**src/rtl/rfrs_pkg.sv**
```systemverilog
package rfrs_pkg;

  // fixed field widths
  localparam int TOL_W  = 47;
  localparam int ITER_W = 10;
  localparam int STAT_W = 2;

  // parameter defaults
  localparam int DEF_VALUE_W  = 48;
  localparam int DEF_MAX_ITER = 1023;

  // op codes
  localparam logic OP_START = 1'b0;
  localparam logic OP_VALUE = 1'b1;

  // status codes
  localparam logic [STAT_W-1:0] ST_EVAL = 2'd0;
  localparam logic [STAT_W-1:0] ST_ROOT = 2'd1;
  localparam logic [STAT_W-1:0] ST_NA   = 2'd2;
  localparam logic [STAT_W-1:0] ST_CAP  = 2'd3;

  // controller to datapath commands
  typedef struct packed {
    logic accept;
    logic load;
    logic mul_step;
    logic div_step;
    logic finish;
    logic emit;
  } cmd_t;

  // datapath to controller status
  typedef struct packed {
    logic need_chord;
  } stat_t;

endpackage

```
**src/rtl/rfrs_ctrl.sv**
```systemverilog
module rfrs_ctrl #(
  parameter int VALUE_W = rfrs_pkg::DEF_VALUE_W
) (
  input  logic            clk,
  input  logic            rst,
  input  logic            in_valid,
  output logic            in_stall,
  output logic            out_valid,
  input  logic            out_stall,
  input  rfrs_pkg::stat_t stat,
  output rfrs_pkg::cmd_t  cmd
);

  localparam int CNT_W = $clog2(VALUE_W + 2);

  typedef enum logic [5:0] {
    S_IDLE = 6'b000001,
    S_LOAD = 6'b000010,
    S_MUL  = 6'b000100,
    S_DIV  = 6'b001000,
    S_FIN  = 6'b010000,
    S_EMIT = 6'b100000
  } state_t;

  state_t           state, state_next;
  logic [CNT_W-1:0] cnt, cnt_next;
  logic             accept, can_emit, last_step;

  assign in_stall  = (state != S_IDLE);
  assign accept    = in_valid && !in_stall;
  assign can_emit  = !out_valid || !out_stall;
  assign last_step = (cnt == CNT_W'(VALUE_W));

  // next state and commands
  always_comb begin
    state_next   = state;
    cnt_next     = cnt;
    cmd          = '0;
    cmd.accept   = accept;
    case (state)
      S_IDLE: begin
        if (accept) begin
          state_next = stat.need_chord ? S_LOAD : S_EMIT;
        end
      end
      S_LOAD: begin
        cmd.load   = 1'b1;
        cnt_next   = '0;
        state_next = S_MUL;
      end
      S_MUL: begin
        cmd.mul_step = 1'b1;
        cnt_next     = last_step ? '0 : cnt + 1'b1;
        if (last_step) state_next = S_DIV;
      end
      S_DIV: begin
        cmd.div_step = 1'b1;
        cnt_next     = last_step ? '0 : cnt + 1'b1;
        if (last_step) state_next = S_FIN;
      end
      S_FIN: begin
        cmd.finish = 1'b1;
        state_next = S_EMIT;
      end
      S_EMIT: begin
        if (can_emit) begin
          cmd.emit   = 1'b1;
          state_next = S_IDLE;
        end
      end
      default: state_next = S_IDLE;
    endcase
  end

  // state, counter, output valid
  always_ff @(posedge clk) begin
    if (rst) begin
      state     <= S_IDLE;
      cnt       <= '0;
      out_valid <= 1'b0;
    end else begin
      state <= state_next;
      cnt   <= cnt_next;
      if (cmd.emit) out_valid <= 1'b1;
      else if (!out_stall) out_valid <= 1'b0;
    end
  end

endmodule

```
**src/rtl/rfrs_dp.sv**
```systemverilog
module rfrs_dp #(
  parameter int VALUE_W  = rfrs_pkg::DEF_VALUE_W,
  parameter int MAX_ITER = rfrs_pkg::DEF_MAX_ITER
) (
  input  logic                              clk,
  input  logic                              rst,
  input  rfrs_pkg::cmd_t                    cmd,
  output rfrs_pkg::stat_t                   stat,
  input  logic                              tolerance_we,
  input  logic [rfrs_pkg::TOL_W-1:0]        tolerance_wdata,
  input  logic                              op,
  input  logic signed [VALUE_W-1:0]         left_end,
  input  logic signed [VALUE_W-1:0]         right_end,
  input  logic signed [VALUE_W-1:0]         left_value,
  input  logic signed [VALUE_W-1:0]         right_value,
  input  logic signed [VALUE_W-1:0]         point_value,
  output logic [rfrs_pkg::STAT_W-1:0]       status,
  output logic signed [VALUE_W-1:0]         point,
  output logic [rfrs_pkg::ITER_W-1:0]       iterations
);

  localparam int W   = VALUE_W;
  localparam int DW  = W + 1;
  localparam int CW  = (DW > rfrs_pkg::TOL_W) ? DW : rfrs_pkg::TOL_W;

  // algorithm state
  logic [rfrs_pkg::TOL_W-1:0]  tol;
  logic signed [W-1:0]         bl, br, vl, vr, cf, cs, cc;
  logic                        wr_second, left_pos, running;
  logic [rfrs_pkg::ITER_W-1:0] step_count;

  // pending result word
  logic [rfrs_pkg::STAT_W-1:0] res_status;
  logic signed [W-1:0]         res_point;
  logic [rfrs_pkg::ITER_W-1:0] res_iter;

  // multiply/divide registers; hi and lo are shared by both
  logic [W:0] span, mreg, hi, lo, den;
  logic       dir;

  // magnitude helpers
  logic [W-1:0] mag_fa, mag_fb, mag_fc, mag_vl, mag_vr;
  always_comb begin
    mag_fa = left_value[W-1]  ? W'(-left_value)  : W'(left_value);
    mag_fb = right_value[W-1] ? W'(-right_value) : W'(right_value);
    mag_fc = point_value[W-1] ? W'(-point_value) : W'(point_value);
    mag_vl = vl[W-1] ? W'(-vl) : W'(vl);
    mag_vr = vr[W-1] ? W'(-vr) : W'(vr);
  end

  logic small_fa, small_fb, small_fc;
  assign small_fa = CW'(mag_fa) < CW'(tol);
  assign small_fb = CW'(mag_fb) < CW'(tol);
  assign small_fc = CW'(mag_fc) < CW'(tol);

  // spacing checks
  logic signed [W:0] ab_diff, cc_diff;
  logic [W:0]        ab_abs, cc_abs;
  logic              ab_close, cc_close;
  always_comb begin
    ab_diff  = DW'(right_end) - DW'(left_end);
    ab_abs   = ab_diff[W] ? DW'(-ab_diff) : DW'(ab_diff);
    ab_close = CW'(ab_abs) <= CW'(tol);
    cc_diff  = DW'(cs) - DW'(cf);
    cc_abs   = cc_diff[W] ? DW'(-cc_diff) : DW'(cc_diff);
    cc_close = CW'(cc_abs) <= CW'(tol);
  end

  // decision on an accepted word
  logic                        no_change, val_left, at_cap;
  logic [rfrs_pkg::STAT_W-1:0] dec_status;
  logic signed [W-1:0]         dec_point;
  logic [rfrs_pkg::ITER_W-1:0] dec_iter;
  always_comb begin
    no_change = (left_value == '0) || (right_value == '0) ||
                (left_value[W-1] == right_value[W-1]);
    val_left  = (point_value != '0) && (!point_value[W-1] == left_pos);
    at_cap    = 32'(step_count) >= 32'(MAX_ITER);
    stat.need_chord = 1'b0;
    dec_status = rfrs_pkg::ST_NA;
    dec_point  = '0;
    dec_iter   = '0;
    if (op == rfrs_pkg::OP_START) begin
      if (small_fa) begin
        dec_status = rfrs_pkg::ST_ROOT;
        dec_point  = left_end;
        dec_iter   = rfrs_pkg::ITER_W'(1);
      end else if (small_fb) begin
        dec_status = rfrs_pkg::ST_ROOT;
        dec_point  = right_end;
        dec_iter   = rfrs_pkg::ITER_W'(1);
      end else if (no_change) begin
        dec_status = rfrs_pkg::ST_NA;
      end else if (ab_close) begin
        dec_status = rfrs_pkg::ST_ROOT;
        dec_point  = left_end;
      end else begin
        stat.need_chord = 1'b1;
      end
    end else if (running) begin
      if (small_fc || cc_close) begin
        dec_status = rfrs_pkg::ST_ROOT;
        dec_point  = cc;
        dec_iter   = step_count;
      end else if (at_cap) begin
        dec_status = rfrs_pkg::ST_CAP;
        dec_point  = cc;
        dec_iter   = step_count;
      end else begin
        stat.need_chord = 1'b1;
      end
    end
  end

  // one step of the shift-add multiplier and of the restoring divider
  logic [W+1:0] mul_sum, div_t, div_d;
  logic         div_ge;
  always_comb begin
    mul_sum = {1'b0, hi} + (mreg[0] ? {1'b0, span} : '0);
    div_t   = {hi, lo[W]};
    div_ge  = div_t >= {1'b0, den};
    div_d   = div_t - {1'b0, den};
  end

  // new chord point
  logic [W:0]   off;
  logic [W:0]   c_wide;
  logic [W-1:0] c_new;
  always_comb begin
    off    = (den == '0) ? '0 : lo;
    c_wide = dir ? DW'(bl) + off : DW'(bl) - off;
    c_new  = c_wide[W-1:0];
  end

  always_ff @(posedge clk) begin
    if (rst) begin
      tol        <= rfrs_pkg::TOL_W'(1);
      bl         <= '0;
      br         <= '0;
      vl         <= '0;
      vr         <= '0;
      cf         <= '0;
      cs         <= '0;
      cc         <= '0;
      wr_second  <= 1'b0;
      left_pos   <= 1'b0;
      running    <= 1'b0;
      step_count <= '0;
    end else begin
      if (tolerance_we) tol <= tolerance_wdata;

      // state update on an accepted word
      if (cmd.accept) begin
        res_status <= dec_status;
        res_point  <= dec_point;
        res_iter   <= dec_iter;
        if (op == rfrs_pkg::OP_START) begin
          running    <= 1'b0;
          step_count <= '0;
          if (!small_fa && !small_fb && !no_change) begin
            bl        <= left_end;
            br        <= right_end;
            vl        <= left_value;
            vr        <= right_value;
            left_pos  <= !left_value[W-1];
            cf        <= left_end;
            cs        <= right_end;
            cc        <= left_end;
            wr_second <= 1'b0;
          end
        end else if (running) begin
          if (small_fc) begin
            running <= 1'b0;
          end else begin
            if (val_left) begin
              bl <= cc;
              vl <= point_value;
            end else begin
              br <= cc;
              vr <= point_value;
            end
            if (cc_close || at_cap) running <= 1'b0;
          end
        end
      end

      // chord point commit
      if (cmd.finish) begin
        step_count <= step_count + 1'b1;
        if (wr_second) cs <= c_new;
        else cf <= c_new;
        wr_second  <= !wr_second;
        cc         <= c_new;
        running    <= 1'b1;
        res_status <= rfrs_pkg::ST_EVAL;
        res_point  <= c_new;
        res_iter   <= step_count + 1'b1;
      end
    end
  end

  // arithmetic unit, no reset needed
  always_ff @(posedge clk) begin
    if (cmd.load) begin
      span <= (br >= bl) ? DW'(br) - DW'(bl) : DW'(bl) - DW'(br);
      dir  <= (br >= bl);
      mreg <= {1'b0, mag_vl};
      den  <= DW'(mag_vl) + DW'(mag_vr);
      hi   <= '0;
      lo   <= '0;
    end else if (cmd.mul_step) begin
      hi   <= mul_sum[W+1:1];
      lo   <= {mul_sum[0], lo[W:1]};
      mreg <= mreg >> 1;
    end else if (cmd.div_step) begin
      hi <= div_ge ? div_d[W:0] : div_t[W:0];
      lo <= {lo[W-1:0], div_ge};
    end
  end

  // output register
  always_ff @(posedge clk) begin
    if (cmd.emit) begin
      status     <= res_status;
      point      <= res_point;
      iterations <= res_iter;
    end
  end

endmodule

```
**src/rtl/regula_falsi_root_step.sv**
```systemverilog
// Regula falsi root finder in signed Q16.32. A start word gives the bracket
// ends and the function values there; the block answers with a root, "not
// applicable", or a point at which the caller must evaluate the function and
// send the value back. A word that needs a new chord point passes through a
// serial shift-add multiplier and a restoring divider that share one
// register pair, one bit per cycle each; any other word skips both. One word
// is in work at a time, and a new word is taken while the last result still
// waits at the output.
module regula_falsi_root_step #(
  parameter int MAX_ITERATIONS = rfrs_pkg::DEF_MAX_ITER,
  parameter int VALUE_WIDTH    = rfrs_pkg::DEF_VALUE_W
) (
  input  logic                              clk,
  input  logic                              rst,
  input  logic                              tolerance_we,
  input  logic [rfrs_pkg::TOL_W-1:0]        tolerance_wdata,
  input  logic                              in_valid,
  output logic                              in_stall,
  input  logic                              op,
  input  logic signed [VALUE_WIDTH-1:0]     left_end,
  input  logic signed [VALUE_WIDTH-1:0]     right_end,
  input  logic signed [VALUE_WIDTH-1:0]     left_value,
  input  logic signed [VALUE_WIDTH-1:0]     right_value,
  input  logic signed [VALUE_WIDTH-1:0]     point_value,
  output logic                              out_valid,
  input  logic                              out_stall,
  output logic [rfrs_pkg::STAT_W-1:0]       status,
  output logic signed [VALUE_WIDTH-1:0]     point,
  output logic [rfrs_pkg::ITER_W-1:0]       iterations
);

  rfrs_pkg::cmd_t  cmd;
  rfrs_pkg::stat_t stat;

  rfrs_ctrl #(.VALUE_W(VALUE_WIDTH)) u_ctrl (
    .clk       (clk),
    .rst       (rst),
    .in_valid  (in_valid),
    .in_stall  (in_stall),
    .out_valid (out_valid),
    .out_stall (out_stall),
    .stat      (stat),
    .cmd       (cmd)
  );

  rfrs_dp #(.VALUE_W(VALUE_WIDTH), .MAX_ITER(MAX_ITERATIONS)) u_dp (
    .clk             (clk),
    .rst             (rst),
    .cmd             (cmd),
    .stat            (stat),
    .tolerance_we    (tolerance_we),
    .tolerance_wdata (tolerance_wdata),
    .op              (op),
    .left_end        (left_end),
    .right_end       (right_end),
    .left_value      (left_value),
    .right_value     (right_value),
    .point_value     (point_value),
    .status          (status),
    .point           (point),
    .iterations      (iterations)
  );

  // an accepted word blocks the input until its result is loaded
  a_busy_after_accept: assert property (@(posedge clk) disable iff (rst)
    in_valid && !in_stall |=> in_stall)
    else $error("input not stalled after accept");

  // a chord request always carries a nonzero step count
  a_eval_iter: assert property (@(posedge clk) disable iff (rst)
    out_valid && status == rfrs_pkg::ST_EVAL |-> iterations != '0)
    else $error("chord request with zero iterations");

  // not applicable reports a zero point and count
  a_na_zero: assert property (@(posedge clk) disable iff (rst)
    out_valid && status == rfrs_pkg::ST_NA |-> point == '0 && iterations == '0)
    else $error("not applicable word with nonzero fields");

endmodule

```
**config.mk**
```make
export PLATFORM = sky130hd
export DESIGN_NAME = regula_falsi_root_step
export DESIGN_NICKNAME = d
export VERILOG_FILES = /design/src/rtl/rfrs_pkg.sv /design/src/rtl/rfrs_ctrl.sv /design/src/rtl/rfrs_dp.sv /design/src/rtl/regula_falsi_root_step.sv
export SDC_FILE = /design/constraint.sdc
export NUM_CORES = 2
export LEC_CHECK = 0
export BUFFER_PORTS_ARGS = -buffer_cell sky130_fd_sc_hd__buf_2
export CAP_MARGIN = 25
export CORE_AREA = 2 2 353 355
export DETAILED_ROUTE_END_ITERATION = 8
export DIE_AREA = 0 0 355 357
export PLACE_DENSITY = 0.72
export SYNTH_ARGS = -nofsm -noshare
export SYNTH_HDL_FRONTEND = slang
export SYNTH_SLANG_ARGS = --single-unit
export TNS_END_PERCENT = 10
```
**constraint.sdc**
```tcl
create_clock -name clk -period 12.1 [get_ports clk]
set_input_delay 2.42 -clock clk [delete_from_list [all_inputs] [get_ports clk]]
set_output_delay 2.42 -clock clk [all_outputs]
set_load 0.03 [all_outputs]
```
# == After elaboration in Yosys (flattened, before gate mapping) ==
# Index checks and enable logic that the tools add are counted.
# totals
ff_bits,774
wordCells,226
# classes
n_addsub,18
order_cmp,8
eq_ne,20
n_mux,115
n_bitwise,2
n_reduce_logical,36
# op_table
op,n
two-way mux 48 bit,52
two-way mux 49 bit,9
negator 48 bit,5
subtractor 48 x 48 -> 49 bit,4
< comparator 48 x 47 -> 1 bit,3
two-way mux 10 bit,10
<= comparator 49 x 47 -> 1 bit,2
negator 49 bit,2
zero test 48 bit,2
adder 49 x 49 -> 50 bit,1
>= comparator 50 x 49 -> 1 bit,1
adder 48 x 48 -> 49 bit,1
zero test 49 bit,1
subtractor 49 bit,1
adder 48 bit,1
>= comparator 48 bit,1
nonzero test 48 bit,1
subtractor 48 bit,1
two-way mux 6 bit,6
case mux 6 bit (6 select lines),1
two-way mux 1 bit,28
two-way mux 2 bit,8
"!= test 2 x 1 -> 1 bit, second input constant",8
"equality test 6 bit, second input constant",2
other kinds (22),48

# == Longest topological paths before layout ==
# logic_depth
word_depth,12
ltp_mapped,33
ltp_nobuf,31

# == Modules after synthesis ==
# From an unflattened synthesis, not the netlist that was laid out.
# hier_totals
hier_cells,8535
area_unflattened_um2,69766.9
# modules_own_cells
mod,n_inst,cells_each,area_per_inst_um2,seq_area_each_um2
rfrs_dp,1,8434,68927.4,17907.2
rfrs_ctrl,1,101,839.6,260.2

# == Worst setup path before layout ==
# Ideal clock, no wire load.
# synth_timing
path_kind,input-to-reg
startpoint,input left_end[7]
endpoint,"register u_dp.res_point[14], data pin"
setup_ns,0.145
arrival_ns,8.728
slack_ns,3.227
path_stages,31
path_cell_list,inv_1 -> ha_1 -> clkbuf_1 -> a21oi_1 -> o21ai_0 -> a2111oi_0 -> a211oi_1 -> o2111ai_1 -> a31oi_1 -> o21ai_0 -> a41oi_1 -> clkbuf_1 -> nor2_1 -> xnor2_1 -> ha_1 -> a21o_1 -> a21o_1 -> a211oi_1 -> o21ai_0 -> a221o_1 -> a2111oi_0 -> nor2b_1 -> o31a_1 -> nor2_1 -> o311a_1 -> a311oi_1 -> o22ai_1 -> clkbuf_1 -> clkbuf_1 -> nand3b_1 -> o21ai_1
# synth_via
elab_chain_len,11
# synth_lines
element,line_no,rtl
start: declaration,regula_falsi_root_step.sv:20,"input logic signed [VALUE_WIDTH-1:0] left_end,"
subtractor 48 x 48 -> 49 bit *,rfrs_dp.sv:61,ab_diff = DW'(right_end) - DW'(left_end);
negator 49 bit,rfrs_dp.sv:62,ab_abs = ab_diff[W] ? DW'(-ab_diff) : DW'(ab_diff);
two-way mux 49 bit *,rfrs_dp.sv:62,
<= comparator 49 x 47 -> 1 bit *,rfrs_dp.sv:63,ab_close = CW'(ab_abs) <= CW'(tol);
two-way mux 48 bit *,rfrs_dp.sv:94,end else if (ab_close) begin
two-way mux 48 bit *,rfrs_dp.sv:92,end else if (no_change) begin
two-way mux 48 bit *,rfrs_dp.sv:88,end else if (small_fb) begin
two-way mux 48 bit *,rfrs_dp.sv:84,if (small_fa) begin
two-way mux 48 bit *,rfrs_dp.sv:83,if (op == rfrs_pkg::OP_START) begin
two-way mux 48 bit *,rfrs_dp.sv:153,if (cmd.accept) begin
two-way mux 48 bit *,rfrs_dp.sv:188,if (cmd.finish) begin
end signal: assignment,rfrs_dp.sv:155,res_point <= dec_point;
end signal: assignment,rfrs_dp.sv:196,res_point <= c_new;
end: declaration,rfrs_dp.sv:34,logic signed [W-1:0] res_point;
# Mark *: on every way between the ends. The rest lies on a longest branch, timed or not. The select of a mux whose other input is x is not followed.
# A chain may end at the register's enable or synchronous reset.

# == Worst setup path after layout ==
# layout_timing
startpoint,input left_end[7]
endpoint,"register u_dp.res_point[44], data pin"
# The elaborated chain is that of the path after synthesis.

==> impl_metrics.ini <==
[synthesis]
synth_area_um2 = 67000
synth-edff-count = 267
synthMuxAreaShare_pct = 1.86
ys_types = 90
ys_ff_latch = 774
ys.flop_type = dfxtp_1
synth_cells = 8468
synth_adder_area_share_pct = 12.0
yosys.area_share.xor_xnor_pct = 8.04
synth_top_family_by_area = compound AO/OA/AOI/OAI gates
yosysSeqAreaShare_pct = 27.1
async_reset_ff_share_pct = 0
synth_warnings = 0
syn-num-nets = 9397
yosys.area_share.simple_pct = 17.9
avgSynthCellArea_um2 = 7.91
synth_compound_area_share_pct = 28.2

[detailed_routing]
viasPerCell = 6.66
wl_per_cell_um = 26.5
antenna_left = 0
dr.pass1.iters = 8
drt-initial-drc-count = 9014
wl_um = 272000
drc = 0
vias = 68386

[place]
port_buffers = 354
dp_hpwl_um = 212000
place.gp.congestion = 1.07
place_inst = 10081

[die]
die_h_um = 357
rows = 129
coreArea_um2 = 123000
die_width_um = 355
ios = 355
start_util_pct = 54.5
fp.dieArea_um2 = 127000

[final_layout]
final_cell_mix = 811 x a21oi_1, 780 x nor2_1, 745 x nand2_1
stdcell_count = 10267
nets = 9468
drive_gt1_share_pct = 7.91
final_common_cell = a21oi_1
synthToLayoutAreaGrowth_pct = 9.12

[sta]
rsz0062_at_grt = no
finalSetupTns_ns = 0
slew_headroom_pct = 24.6
finalSetupViolCount = 0
fin_skew_ns = 0.0418
min_period_ns = 9.76
drv_slew = 0
hold_viol = 0
holdWs_ns = 0.422
tightest_slew_ns = 1.12
fmax_ghz = 0.102
fin_crit_sh_pct = 80.7

[clocking]
clk-insertion-delay-late_ns = 0.72
cts_tree = yes
clockBufferDepth = 3
ctsResizeCount = 0
ctsRootBufferMaster = clkbuf_16
cts_setup_buffers = 0
cts_htree_levels = 3
cts_hold_buf = 0
clk_pin_slew_worst_paths_ns = 0.06
cts_buffers = 89
clock_sink_count = 774

[pwr]
power_leakage_uw = 0.0307
p_int_uw = 6320
switching_power_uw = 4450
clkPwrFrac_pct = 26.6
power_density_nw_per_um2 = 147
seq_power_share_pct = 27.7
ir_drop_uv = 166
p_comb_share_pct = 45.7
p_sw_share_pct = 41.3

[setup_path]
start_kind = input port
r2r_start = u_dp.cs[0]
path_class = input port to flop
critPathRequiredTime_ns = 12.65
cp_max_fo = 48
path_buf_inv = 5
critPathTopFamily = compound AO/OA/AOI/OAI gates
crit_path_end_kind = flop
cp.arrival_ns = 10.31
crit_path_start = left_end[7]
cp_slowest_cell = a2111oi_0
slowest_delay_ns = 0.77
cpMostUsedCell = o21ai_0

[global_routing]
grt_usage_pct = 41.0
grt_pass1_wl_um = 395000
grt_pass1_vias = 61735
grt_max_degree = 178
grt_overflow = 0
antenna_found_initial = 21

[run]
max-cap-violations = 0

[worst_hold_path]
hp-class = flop to flop
hp-start = u_dp.res_point[37]

[run_status]
outcome = completed
per-stage QoR:
stage / total power (µW) / util [%] / instance area [µm²] / setup WS, ns
after floorplan: 6340 / - / 67000 / 3.23
after global placement: 7710 / 56.9 / 69900 / 1.78
after detailed placement: 7770 / 56.9 / 69900 / 1.75
after CTS: 10600 / 59.4 / 73000 / 2.43
after global routing: 11300 / 59.5 / 73100 / 1.98
final: 10800 / 59.5 / 73100 / 2.34
routing by layer:
| metal | up-vias | part of all wire, % | global-route usage (%) |
|---|---|---|---|
| met3 | 684 | 12 | 10.0 |
| li1 | 31331 | - | - |
| met1 | 32458 | 40 | 55.2 |
| met4 | 8 | 6.3 | 23.4 |
| met2 | 3905 | 41 | 59.9 |
| met5 | - | 0.030 | 0 |
sequential cells by signal, indices dropped and copies added, names as in the netlist, 2 cells and up:
signal           count
u_dp.step_count     10
u_ctrl.state         6
u_dp.br             48
u_dp.res_status      2
u_ctrl.cnt           6
u_dp.cf             48
u_dp.span           49
u_dp.vl             48
u_dp.status          2
u_dp.vr             48
u_dp.cs             48
u_dp.point          48
u_dp.res_point      48
u_dp.iterations     10
u_dp.res_iter       10
u_dp.hi             49
u_dp.cc             48
u_dp.mreg           48
u_dp.lo             49
u_dp.tol            47
u_dp.bl             48
u_dp.den            49
kinds of logic after synthesis:
family          count (synthesis)
xor+xnor                      615
flops                         774
fa+ha+maj                     636
mux                           124
simple gates                 2522
compound gates               2919
buf+inv                       878
final cells by class:
| type | instances | area (µm²) |
|---|---|---|
| Clock inverter | 42 | 482 |
| Fill cell | 11220 | 49900 |
| Multi-Input combinational cell | 6816 | 45700 |
| Antenna cell | 16 | 40.0 |
| Inverter | 427 | 1610 |
| Timing Repair Buffer | 431 | 2440 |
| Sequential cell | 774 | 18200 |
| Tap cell | 1637 | 2050 |
| Clock buffer | 124 | 2620 |
cell usage after synthesis (75+ instances only):
library cell	count	share of area, %
a21o_1	252	2.8
ha_1	628	12
xnor2_1	461	6.0
nand4_1	104	0.97
mux2i_1	122	1.8
edfxtp_1	267	12
nor3_1	122	0.91
o22ai_1	221	2.1
inv_1	426	2.4
clkbuf_1	404	2.3
a211oi_1	204	2.3
xor2_1	154	2.0
nand2_1	749	4.2
dfxtp_1	507	15
nand2b_1	89	0.83
nand3_1	94	0.70
or3_1	75	0.70
o21a_1	203	2.3
o21ai_0	429	3.2
a21oi_1	814	6.1
and2_1	94	0.88
nor2b_1	83	0.77
o31ai_1	99	1.1
a31oi_1	98	0.91
nor2_1	782	4.4
power by group through the flow:
stage	logic [µW]	clock network, µW	registers [µW]
after floorplan	3360	0	2980
after global placement	4690	0	3030
after detailed placement	4740	0	3030
after CTS	4770	2890	2970
after global routing	5290	2990	2990
final	4930	2870	2980
final timing paths:
check | cells after the start | slack (ns) | endpoint
min reg2reg | 0 | 0.42 | u_dp.point[37]
max reg2reg | 28 | 3.59 | u_dp.res_iter[9]
min | 0 | 0.42 | u_dp.point[37]
max | 30 | 2.34 | u_dp.res_point[44]
(Power assumes the default switching activity.)
